===== src/rtl/fspx_pkg.sv =====
package fspx_pkg;

  localparam int RecBytes    = 12;
  localparam int QueueDepth  = 2;
  localparam int QueuePtrW   = $clog2(QueueDepth);
  localparam int QueueCntW   = $clog2(QueueDepth + 1);
  localparam int CfgIndexW   = 2;
  localparam int CfgDataW    = 5;
  localparam int PosW        = 11;

  localparam logic [7:0] TypeWindow = 8'h01;
  localparam logic [7:0] TypeRow    = 8'h02;

  localparam int MinLenWindow = 314;
  localparam int MinLenRow    = 1250;
  localparam int SlotMod      = 26;
  localparam int NumDiv       = 52;
  localparam int RowGap       = 48;
  localparam int HalfGroup    = 6;
  localparam int FloorTop     = 18;
  localparam int RoomFirst    = 5;
  localparam int RoomLast     = 12;

  localparam logic [7:0] HiMask = 8'hf0;

  localparam logic [CfgIndexW-1:0] CFG_LEVEL = CfgIndexW'(0);
  localparam logic [CfgIndexW-1:0] CFG_ROOM  = CfgIndexW'(1);

  localparam logic [4:0] LevelReset = 5'd0;
  localparam logic [3:0] RoomReset  = 4'd5;

  typedef struct packed {
    logic [8:0]  base_window;
    logic [10:0] base_row;
    logic [2:0]  expect_num;
  } cfg_derived_t;

  typedef struct packed {
    logic                         row_wise;
    logic [RecBytes-1:0][7:0]     bytes;
  } pkt_rec_t;

  typedef struct packed {
    logic empty;
    logic full;
  } queue_stat_t;

  // slice offsets and expected packet number for a level and room
  function automatic cfg_derived_t derive(input logic [4:0] lvl, input logic [3:0] rm);
    logic [4:0]   l;
    logic [2:0]   r;
    logic [7:0]   x;
    logic [2:0]   q1;
    logic [7:0]   m;
    logic [8:0]   y;
    logic [9:0]   z;
    cfg_derived_t d;
    l = (lvl > 5'(FloorTop)) ? 5'd0 : 5'(5'(FloorTop) - lvl);
    if (rm < 4'(RoomFirst)) begin
      r = 3'd0;
    end else if (rm > 4'(RoomLast)) begin
      r = 3'(RoomLast - RoomFirst);
    end else begin
      r = 3'(rm - 4'(RoomFirst));
    end
    x  = {l, 3'b000} + {5'b00000, r};
    q1 = 3'(x >= 8'(SlotMod)) + 3'(x >= 8'(2 * SlotMod)) + 3'(x >= 8'(3 * SlotMod))
       + 3'(x >= 8'(4 * SlotMod)) + 3'(x >= 8'(5 * SlotMod));
    m  = x - 8'(q1 * 8'(SlotMod));
    d.base_window = 9'({1'b0, m} * 9'(RecBytes) + 9'd2);
    y  = {l, 4'b0000} + {5'b00000, r, 1'b0};
    d.expect_num = 3'(y >= 9'(NumDiv)) + 3'(y >= 9'(2 * NumDiv)) + 3'(y >= 9'(3 * NumDiv))
                 + 3'(y >= 9'(4 * NumDiv)) + 3'(y >= 9'(5 * NumDiv));
    z  = {l, 5'b00000} + {6'b000000, r, 1'b0};
    d.base_row = 11'({1'b0, z} * 11'd3 + 11'd2);
    return d;
  endfunction

endpackage


===== src/rtl/frame_slice_pixel_extract_unit.sv =====
// channel  direction  handshake              payload
// cfg      in         cfg_valid / cfg_ready  cfg_index, cfg_data
// in       in         in_valid / in_ready    data_byte, last_byte
// out      out        out_valid / out_ready  window_side, pixel_index, red, green, blue, last_pixel
//
// one byte accepted per cycle; in_ready drops only while the packet queue holds two packets
// an accepted packet is captured on its last byte, pushed into the packet queue, then loaded into out,
// then gives eight pixels, one per out request
// synchronous reset clears position, type, number, captured bytes, queue, pixel count and out valid
// out stalls fill the two-entry queue; cfg writes are taken every cycle
module frame_slice_pixel_extract_unit #(
  parameter int MAX_PACKET_BYTES = 1500
) (
  input  logic                           clk,
  input  logic                           rst,
  input  logic                           cfg_valid,
  output logic                           cfg_ready,
  input  logic [fspx_pkg::CfgIndexW-1:0] cfg_index,
  input  logic [fspx_pkg::CfgDataW-1:0]  cfg_data,
  input  logic                           in_valid,
  output logic                           in_ready,
  input  logic [7:0]                     data_byte,
  input  logic                           last_byte,
  output logic                           out_valid,
  input  logic                           out_ready,
  output logic                           window_side,
  output logic [1:0]                     pixel_index,
  output logic [7:0]                     red,
  output logic [7:0]                     green,
  output logic [7:0]                     blue,
  output logic                           last_pixel
);

  fspx_pkg::pkt_rec_t    push_rec;
  fspx_pkg::pkt_rec_t    head;
  fspx_pkg::queue_stat_t q_stat;
  logic                  push;
  logic                  pop;

  assign cfg_ready = 1'b1;

  fspx_front #(
    .MAX_PACKET_BYTES(MAX_PACKET_BYTES)
  ) u_front (
    .clk       (clk),
    .rst       (rst),
    .cfg_valid (cfg_valid),
    .cfg_index (cfg_index),
    .cfg_data  (cfg_data),
    .in_valid  (in_valid),
    .in_ready  (in_ready),
    .data_byte (data_byte),
    .last_byte (last_byte),
    .q_stat    (q_stat),
    .push      (push),
    .rec       (push_rec)
  );

  fspx_queue u_queue (
    .clk      (clk),
    .rst      (rst),
    .push     (push),
    .push_rec (push_rec),
    .pop      (pop),
    .head     (head),
    .stat     (q_stat)
  );

  fspx_back u_back (
    .clk         (clk),
    .rst         (rst),
    .head        (head),
    .q_stat      (q_stat),
    .pop         (pop),
    .out_valid   (out_valid),
    .out_ready   (out_ready),
    .window_side (window_side),
    .pixel_index (pixel_index),
    .red         (red),
    .green       (green),
    .blue        (blue),
    .last_pixel  (last_pixel)
  );

`ifndef SYNTHESIS
  // both pixel orders end on the right window, last position
  assert property (@(posedge clk) disable iff (rst)
    out_valid && last_pixel |-> window_side && pixel_index == 2'd3)
    else $error("last pixel not at right window position 3");

  assert property (@(posedge clk) disable iff (rst)
    $fell(out_valid) |-> $past(out_ready))
    else $error("pixel dropped without request");

  assert property (@(posedge clk) disable iff (rst)
    !(q_stat.full && q_stat.empty))
    else $error("packet queue full and empty at once");

  assert property (@(posedge clk) disable iff (rst)
    push |-> !q_stat.full)
    else $error("packet pushed into full queue");
`endif

endmodule


===== src/rtl/fspx_front.sv =====
module fspx_front #(
  parameter int MAX_PACKET_BYTES = 1500
) (
  input  logic                          clk,
  input  logic                          rst,
  input  logic                          cfg_valid,
  input  logic [fspx_pkg::CfgIndexW-1:0] cfg_index,
  input  logic [fspx_pkg::CfgDataW-1:0]  cfg_data,
  input  logic                          in_valid,
  output logic                          in_ready,
  input  logic [7:0]                    data_byte,
  input  logic                          last_byte,
  input  fspx_pkg::queue_stat_t         q_stat,
  output logic                          push,
  output fspx_pkg::pkt_rec_t            rec
);

  logic [4:0]                level;
  logic [4:0]                level_next;
  logic [3:0]                room;
  logic [3:0]                room_next;
  fspx_pkg::cfg_derived_t    derived;
  logic [fspx_pkg::PosW-1:0] byte_position;
  logic [fspx_pkg::PosW-1:0] byte_position_next;
  logic [7:0]                packet_type;
  logic [7:0]                packet_type_next;
  logic [7:0]                packet_number;
  logic [7:0]                packet_number_next;
  logic [7:0]                captured [fspx_pkg::RecBytes];
  logic [7:0]                captured_upd [fspx_pkg::RecBytes];
  logic [7:0]                captured_next [fspx_pkg::RecBytes];
  logic [fspx_pkg::PosW:0]   pos_w;
  logic [fspx_pkg::PosW:0]   off_win;
  logic [fspx_pkg::PosW:0]   off_row;
  logic                      in_buf;
  logic                      cap_en;
  logic [3:0]                cap_k;
  logic                      ok;
  logic                      accept;

  assign accept   = in_valid && in_ready;
  assign in_ready = !q_stat.full;

  always_comb begin
    level_next = level;
    room_next  = room;
    if (cfg_valid && cfg_index == fspx_pkg::CFG_LEVEL) begin
      level_next = cfg_data;
    end
    if (cfg_valid && cfg_index == fspx_pkg::CFG_ROOM) begin
      room_next = cfg_data[3:0];
    end
  end

  // offsets update at the same edge as the registers; derived from the next values
  always_ff @(posedge clk) begin
    if (rst) begin
      level   <= fspx_pkg::LevelReset;
      room    <= fspx_pkg::RoomReset;
      derived <= fspx_pkg::derive(fspx_pkg::LevelReset, fspx_pkg::RoomReset);
    end else begin
      level   <= level_next;
      room    <= room_next;
      derived <= fspx_pkg::derive(level_next, room_next);
    end
  end

  assign pos_w   = {1'b0, byte_position};
  assign off_win = pos_w - {3'b000, derived.base_window};
  assign off_row = pos_w - {1'b0, derived.base_row};
  assign in_buf  = (byte_position >= fspx_pkg::PosW'(2))
                && (pos_w < (fspx_pkg::PosW + 1)'(MAX_PACKET_BYTES));

  always_comb begin
    cap_en = 1'b0;
    cap_k  = 4'd0;
    if (in_buf && packet_type == fspx_pkg::TypeWindow) begin
      if (pos_w >= {3'b000, derived.base_window}
          && off_win < (fspx_pkg::PosW + 1)'(fspx_pkg::RecBytes)) begin
        cap_en = 1'b1;
        cap_k  = off_win[3:0];
      end
    end else if (in_buf && packet_type == fspx_pkg::TypeRow) begin
      if (pos_w >= {1'b0, derived.base_row}) begin
        if (off_row < (fspx_pkg::PosW + 1)'(fspx_pkg::HalfGroup)) begin
          cap_en = 1'b1;
          cap_k  = off_row[3:0];
        end else if (off_row >= (fspx_pkg::PosW + 1)'(fspx_pkg::RowGap)
                     && off_row < (fspx_pkg::PosW + 1)'(fspx_pkg::RowGap
                                                         + fspx_pkg::HalfGroup)) begin
          cap_en = 1'b1;
          // second group lands at slots six and up
          cap_k  = 4'(off_row - (fspx_pkg::PosW + 1)'(fspx_pkg::RowGap - fspx_pkg::HalfGroup));
        end
      end
    end
  end

  always_comb begin
    for (int i = 0; i < fspx_pkg::RecBytes; i++) begin
      captured_upd[i] = captured[i];
    end
    if (cap_en) begin
      captured_upd[cap_k] = data_byte;
    end
  end

  always_comb begin
    ok = 1'b0;
    if (packet_type == fspx_pkg::TypeWindow) begin
      ok = (pos_w >= (fspx_pkg::PosW + 1)'(fspx_pkg::MinLenWindow - 1))
        && (packet_number == {5'b00000, derived.expect_num});
    end else if (packet_type == fspx_pkg::TypeRow) begin
      ok = pos_w >= (fspx_pkg::PosW + 1)'(fspx_pkg::MinLenRow - 1);
    end
  end

  assign push = accept && last_byte && ok;

  always_comb begin
    rec.row_wise = (packet_type == fspx_pkg::TypeRow);
    for (int i = 0; i < fspx_pkg::RecBytes; i++) begin
      rec.bytes[i] = captured_upd[i];
    end
  end

  always_comb begin
    byte_position_next = byte_position;
    packet_type_next   = packet_type;
    packet_number_next = packet_number;
    for (int i = 0; i < fspx_pkg::RecBytes; i++) begin
      captured_next[i] = captured[i];
    end
    if (accept) begin
      if (last_byte) begin
        byte_position_next = '0;
        packet_type_next   = '0;
        packet_number_next = '0;
        for (int i = 0; i < fspx_pkg::RecBytes; i++) begin
          captured_next[i] = '0;
        end
      end else begin
        if (byte_position == '0) begin
          packet_type_next = data_byte;
        end
        if (byte_position == fspx_pkg::PosW'(1)) begin
          packet_number_next = data_byte;
        end
        if (byte_position != '1) begin
          byte_position_next = byte_position + fspx_pkg::PosW'(1);
        end
        for (int i = 0; i < fspx_pkg::RecBytes; i++) begin
          captured_next[i] = captured_upd[i];
        end
      end
    end
  end

  always_ff @(posedge clk) begin
    if (rst) begin
      byte_position <= '0;
      packet_type   <= '0;
      packet_number <= '0;
      for (int i = 0; i < fspx_pkg::RecBytes; i++) begin
        captured[i] <= '0;
      end
    end else begin
      byte_position <= byte_position_next;
      packet_type   <= packet_type_next;
      packet_number <= packet_number_next;
      for (int i = 0; i < fspx_pkg::RecBytes; i++) begin
        captured[i] <= captured_next[i];
      end
    end
  end

endmodule


===== src/rtl/fspx_queue.sv =====
module fspx_queue (
  input  logic                  clk,
  input  logic                  rst,
  input  logic                  push,
  input  fspx_pkg::pkt_rec_t    push_rec,
  input  logic                  pop,
  output fspx_pkg::pkt_rec_t    head,
  output fspx_pkg::queue_stat_t stat
);

  fspx_pkg::pkt_rec_t              mem [fspx_pkg::QueueDepth];
  logic [fspx_pkg::QueuePtrW-1:0]  wptr;
  logic [fspx_pkg::QueuePtrW-1:0]  rptr;
  logic [fspx_pkg::QueueCntW-1:0]  count;

  assign stat.empty = (count == '0);
  assign stat.full  = (count == fspx_pkg::QueueCntW'(fspx_pkg::QueueDepth));
  assign head       = mem[rptr];

  always_ff @(posedge clk) begin
    if (push) begin
      mem[wptr] <= push_rec;
    end
  end

  always_ff @(posedge clk) begin
    if (rst) begin
      wptr  <= '0;
      rptr  <= '0;
      count <= '0;
    end else begin
      if (push) begin
        wptr <= (wptr == fspx_pkg::QueuePtrW'(fspx_pkg::QueueDepth - 1))
              ? '0 : wptr + fspx_pkg::QueuePtrW'(1);
      end
      if (pop) begin
        rptr <= (rptr == fspx_pkg::QueuePtrW'(fspx_pkg::QueueDepth - 1))
              ? '0 : rptr + fspx_pkg::QueuePtrW'(1);
      end
      if (push && !pop) begin
        count <= count + fspx_pkg::QueueCntW'(1);
      end else if (pop && !push) begin
        count <= count - fspx_pkg::QueueCntW'(1);
      end
    end
  end

endmodule


===== src/rtl/fspx_back.sv =====
module fspx_back (
  input  logic                  clk,
  input  logic                  rst,
  input  fspx_pkg::pkt_rec_t    head,
  input  fspx_pkg::queue_stat_t q_stat,
  output logic                  pop,
  output logic                  out_valid,
  input  logic                  out_ready,
  output logic                  window_side,
  output logic [1:0]            pixel_index,
  output logic [7:0]            red,
  output logic [7:0]            green,
  output logic [7:0]            blue,
  output logic                  last_pixel
);

  logic [2:0] pix;
  logic       load;
  logic [3:0] idx0;
  logic [7:0] b0;
  logic [7:0] b1;
  logic [7:0] b2;
  logic [7:0] r_val;
  logic [7:0] g_val;
  logic [7:0] b_val;
  logic       side_val;
  logic [1:0] idx_val;

  assign load = !q_stat.empty && (!out_valid || out_ready);
  assign pop  = load && (pix == 3'd7);

  // three bytes feed each pixel pair
  assign idx0 = {1'b0, pix[2:1], 1'b0} + {2'b00, pix[2:1]};
  assign b0   = head.bytes[idx0];
  assign b1   = head.bytes[idx0 + 4'd1];
  assign b2   = head.bytes[idx0 + 4'd2];

  always_comb begin
    if (!pix[0]) begin
      r_val = b0 & fspx_pkg::HiMask;
      g_val = {b0[2:0], 5'b00000};
      b_val = b1 & fspx_pkg::HiMask;
    end else begin
      r_val = {b1[2:0], 5'b00000};
      g_val = b2 & fspx_pkg::HiMask;
      b_val = {b2[2:0], 5'b00000};
    end
    if (head.row_wise) begin
      side_val = pix[1];
      idx_val  = {pix[2], pix[0]};
    end else begin
      side_val = pix[2];
      idx_val  = pix[1:0];
    end
  end

  always_ff @(posedge clk) begin
    if (rst) begin
      pix       <= '0;
      out_valid <= 1'b0;
    end else begin
      if (load) begin
        pix       <= pix + 3'd1;
        out_valid <= 1'b1;
      end else if (out_ready) begin
        out_valid <= 1'b0;
      end
    end
  end

  always_ff @(posedge clk) begin
    if (load) begin
      window_side <= side_val;
      pixel_index <= idx_val;
      red         <= r_val;
      green       <= g_val;
      blue        <= b_val;
      last_pixel  <= (pix == 3'd7);
    end
  end

endmodule


===== config.mk =====
export PLATFORM = sky130hd
export DESIGN_NAME = frame_slice_pixel_extract_unit
export DESIGN_NICKNAME = d
export VERILOG_FILES = /design/src/rtl/fspx_pkg.sv /design/src/rtl/frame_slice_pixel_extract_unit.sv /design/src/rtl/fspx_front.sv /design/src/rtl/fspx_queue.sv /design/src/rtl/fspx_back.sv
export SDC_FILE = /design/constraint.sdc
export NUM_CORES = 1
export LEC_CHECK = 0
export BUFFER_PORTS_ARGS = -buffer_cell sky130_fd_sc_hd__buf_2
export CORE_MARGIN = 1
export CORE_UTILIZATION = 50
export DETAILED_ROUTE_END_ITERATION = 16
export PLACE_DENSITY = 0.66
export SKIP_LAST_GASP = 1
export SLEW_MARGIN = 30
export SYNTH_ARGS = -nofsm -noshare
export SYNTH_HDL_FRONTEND = slang
export SYNTH_SLANG_ARGS = --single-unit

===== constraint.sdc =====
create_clock -name clk -period 9.2 [get_ports clk]
set_input_delay 0.46 -clock clk [delete_from_list [all_inputs] [get_ports clk]]
set_output_delay 0.46 -clock clk [all_outputs]
set_load 0.02 [all_outputs]

==> summary.txt <==
GRT
  – First-pass GRT wire length: 75.1 mm
  – Number of antenna violations at the first check in global routing: 1
  – Pin count of the biggest net entering global routing: 117
  – Grt ovf: 0
  – Vias in the first global route: 13100
  – GRT Util Overall: 0.251

Setup path
  – Max incr delay on CP: 0.57 ns
  – Worst setup SP type: input pin
  – Slowest-stage cell, CP: fa_1
  – Reg2reg setup slack: 2.91 ns
  – Worst Reg-to-Reg Cells: 27
  – Critical Path End Type: flip-flop
  – Worst Path Required: 9.61 ns
  – Critical-path maximum fanout: 6
  – R2r startpoint: u_front.level[2]$_SDFF_PP0_
  – Crit Path Category: in -> reg
  – Worst flop-to-flop path endpoint: u_front.derived[22]$_SDFF_PP0_
  – Critical Path AT: 7.02 ns

Die
  – Chip Height: about 200 um
  – Io pins: 52
  – Die Wd: 198 um
  – Core ar.: 37700 um2
  – Die area: 39000 um2
  – Initial Util: 0.508
  – Row cnt: 71

CTS
  – Total CTS buffers: 38
  – Post-CTS sizing: 0
  – Clk root buf: clkbuf_16
  – CTS tree: built
  – # H-tree levels: 2
  – Max Buffers Root-to-Sink: 3
  – Post-CTS Hold Buffers: 0
  – Clk_lat worst skew: 0.55 ns
  – Worst-path clk slew: around 0.060 ns
  – Clock sink total: ~340
  – Post-CTS Setup Inserts: 0

Logic synthesis
  – Synth Cell Area: 19100 um2
  – Yosys top cell area share: 0.292
  – Syn Inst Count: between 1500 and 2000
  – Primary FF master, synth: edfxtp_1
  – Synth Area in Simple Gates: 0.156
  – Compound-Gate Fraction of Synth Area: 0.124
  – Adder-cell share of the synthesized area: 0.0492
  – Largest family of logic cells by synthesized area: multiplexers
  – XOR/XNOR Fraction of Synth Area: 0.0197
  – Asr flop ratio synth: 0
  – Sequential-to-total area share from yosys stat: 0.448
  – Post-synth EDFFs: roughly 190
  – Multiplexer share of the synthesized area: 0.156
  – Area leader, netlist: edfxtp_1
  – Synth cell types: 97
  – Ys Warns: 0
  – Synth cell count leaders: 186 x edfxtp_1, 149 x dfxtp_1, 138 x nand2_1, 102 x nor2_1, 87 x clkbuf_1
  – Average size of a mapped cell: 11.0 um2
  – Most numerous cell in the Yosys netlist: edfxtp_1
  – Top post-synthesis cells by area: edfxtp_1 29%, dfxtp_1 16%, mux4_2 6.7%
  – Synth Register Bits: 335

Power
  – Leak: 0.00717 uW
  – Pwr dens: approximately 210 nW/um2
  – Max VDD drop: 0.000290 V

Detailed routing
  – Drt drc: 0
  – Antenna Nets Post-Route: 0
  – Vias: approximately 14000
  – DR vias/cell: 6.15
  – WL met3: 2.89 mm
  – Highest routed layer: met4
  – DRT Wirelength: approximately 50 mm
  – DRT iter0 DRCs: 1318
  – Routed wl met2: 23.3 mm
  – 1st-pass router iterations: 5
  – Routed wire per std cell: 22.0 um
  – Met1 wire length: 21.1 mm

Worst hold path
  – Hold_sp: cfg_data[1]
  – Hold Crit Endpoint: u_front.room[1]$_SDFF_PP0_
  – Worst hold-check path type: in -> reg
  – Hold depth: 3

Place
  – GPL Wtd Cong: 0.944
  – DPL Wire Length: 33.3 mm
  – Placed Cells: 2168
  – Port Buf Inserts: 38
  – Placed Area: 19500 um2

Finish
  – Ant diodes: 0
  – Layout Cells excl Fill: 2238
  – Final core occ: 0.550
  – Area delta synth->final: 8.42%
  – Layout cells sized above 1: 0.180
  – Final Cell Area: 20700 um2
  – Net count of the finished layout: 1789
  – Fill count: 3267

STA
  – RSZ-0062 raised after global routing: no
  – Worst Skew: approximately 0.016 ns
  – Slew HR: 0.357
  – Setup violators final: 0
  – Fin. Hold Viols: 0
  – Post-route minimum period: 6.62 ns
  – Worst slew pin tran: 0.964 ns
  – Setup TNS: 0 ns
  – Final Max Tran Viols: 0
  – Fmax: ~150 MHz
  – Period utilization: 0.719

Job
  – Max-cap viol count: 0

Run status
  – Status: finished, final reports clean
cells in the final DEF (no fill, tap or decap), types with 8 or more instances in the layout:
cell type | Yosys | final
mux2_2 | 83 | 83
a21o_1 | 12 | 12
clkbuf_16 | 0 | 39
or2_2 | 10 | 10
nand2b_1 | 21 | 21
a31oi_1 | 25 | 25
o21ai_0 | 40 | 40
nand2_1 | 138 | 137
nand3b_1 | 51 | 51
clkbuf_1 | 87 | 12
a22oi_1 | 18 | 18
nor2b_1 | 27 | 27
nand4b_1 | 10 | 10
ha_1 | 64 | 64
mux2i_1 | 52 | 52
inv_1 | 52 | 52
a21oi_1 | 64 | 64
buf_4 | 21 | 18
nand3_1 | 69 | 69
o211ai_1 | 21 | 21
conb_1 | 2 | 13
and2_1 | 15 | 14
a211o_1 | 19 | 19
nor3b_1 | 23 | 23
buf_2 | 21 | 37
a221oi_1 | 9 | 9
xnor2_1 | 21 | 21
edfxtp_1 | 186 | 186
mux2_1 | 14 | 14
xor2_1 | 22 | 22
mux4_2 | 57 | 57
nor3_1 | 23 | 21
nor2_1 | 102 | 102
and4_1 | 8 | 8
o311ai_1 | 43 | 43
dfxtp_1 | 149 | 147
and3_1 | 10 | 10
layer usage:
layer | up-vias | global-route usage
li1 | 6416 | -
met1 | 6799 | 0.338
met2 | 459 | 0.405
met3 | 92 | 0.0352
met4 | 0 | 0.110
met5 | - | 0
worst max-delay path, delay by kind of cell:
| kind | cells | cell delay [ns] |
|---|---|---|
| simple gates | 4 | 0.97 |
| buf+inv | 7 | 0.56 |
| fa+ha+maj | 9 | 3.12 |
| mux | 1 | 0.45 |
| compound gates | 4 | 0.72 |
| xor+xnor | 4 | 0.74 |
sequential cells by signal, summed over array words and instances, names as in the netlist, 5 cells and up, named ones only:
register / flops
u_queue.mem: 170
u_front.captured: 84
u_front.derived: 20
u_front.byte_position: 11
u_front.packet_number: 8
u_front.packet_type: 8
u_front.level: 5
power by group:
group          switching (uW)  internal, uW
Sequential               9.87          1600
Combinational             705           592
Clock                     610           898
cells by family (layout without fill, tap and decap cells):
group,count (synthesis),count (layout)
simple gates,549,549
flops,335,335
compound gates,321,321
mux,212,212
buf+inv,200,183
fa+ha+maj,71,71
xor+xnor,43,43
other cells,2,13
metrics by stage:
stage	total power, uW	setup slack, ns	hold slack, ns
after floorplan	2740	1.41	0.441
after global placement	2910	2.16	0.448
after detailed placement	2950	2.02	0.455
after CTS	4460	2.57	0.188
after global routing	4680	2.09	0.226
final	4420	2.58	0.201
worst max path at each step:
stage,from,end,slack (ns)
after floorplan,u_front.byte_position[1]$_SDFFE_PP0P_,u_queue.mem[0][0]$_DFFE_PP_,1.41
after global placement,cfg_index[1],u_front.derived[22]$_SDFF_PP0_,2.16
after detailed placement,cfg_index[1],u_front.derived[22]$_SDFF_PP0_,2.02
after CTS,cfg_index[1],u_front.derived[22]$_SDFF_PP0_,2.57
after global routing,cfg_index[1],u_front.derived[22]$_SDFF_PP0_,2.09
final,cfg_index[1],u_front.derived[22]$_SDFF_PP0_,2.58
cell type report:
| class | instances | area, um2 | share of cell area |
|---|---|---|---|
| Multi-Input combinational cell | 1209 | 9720 | 0.469 |
| Tap cell | 511 | 639 | 0.0308 |
| Clock buffer | 58 | 1120 | 0.0539 |
| Sequential cell | 335 | 8570 | 0.414 |
| Timing Repair Buffer | 56 | 332 | 0.0160 |
| Clock inverter | 12 | 135 | 0.00652 |
| Inverter | 57 | 214 | 0.0103 |
Power figures use the tool's default switching activity.
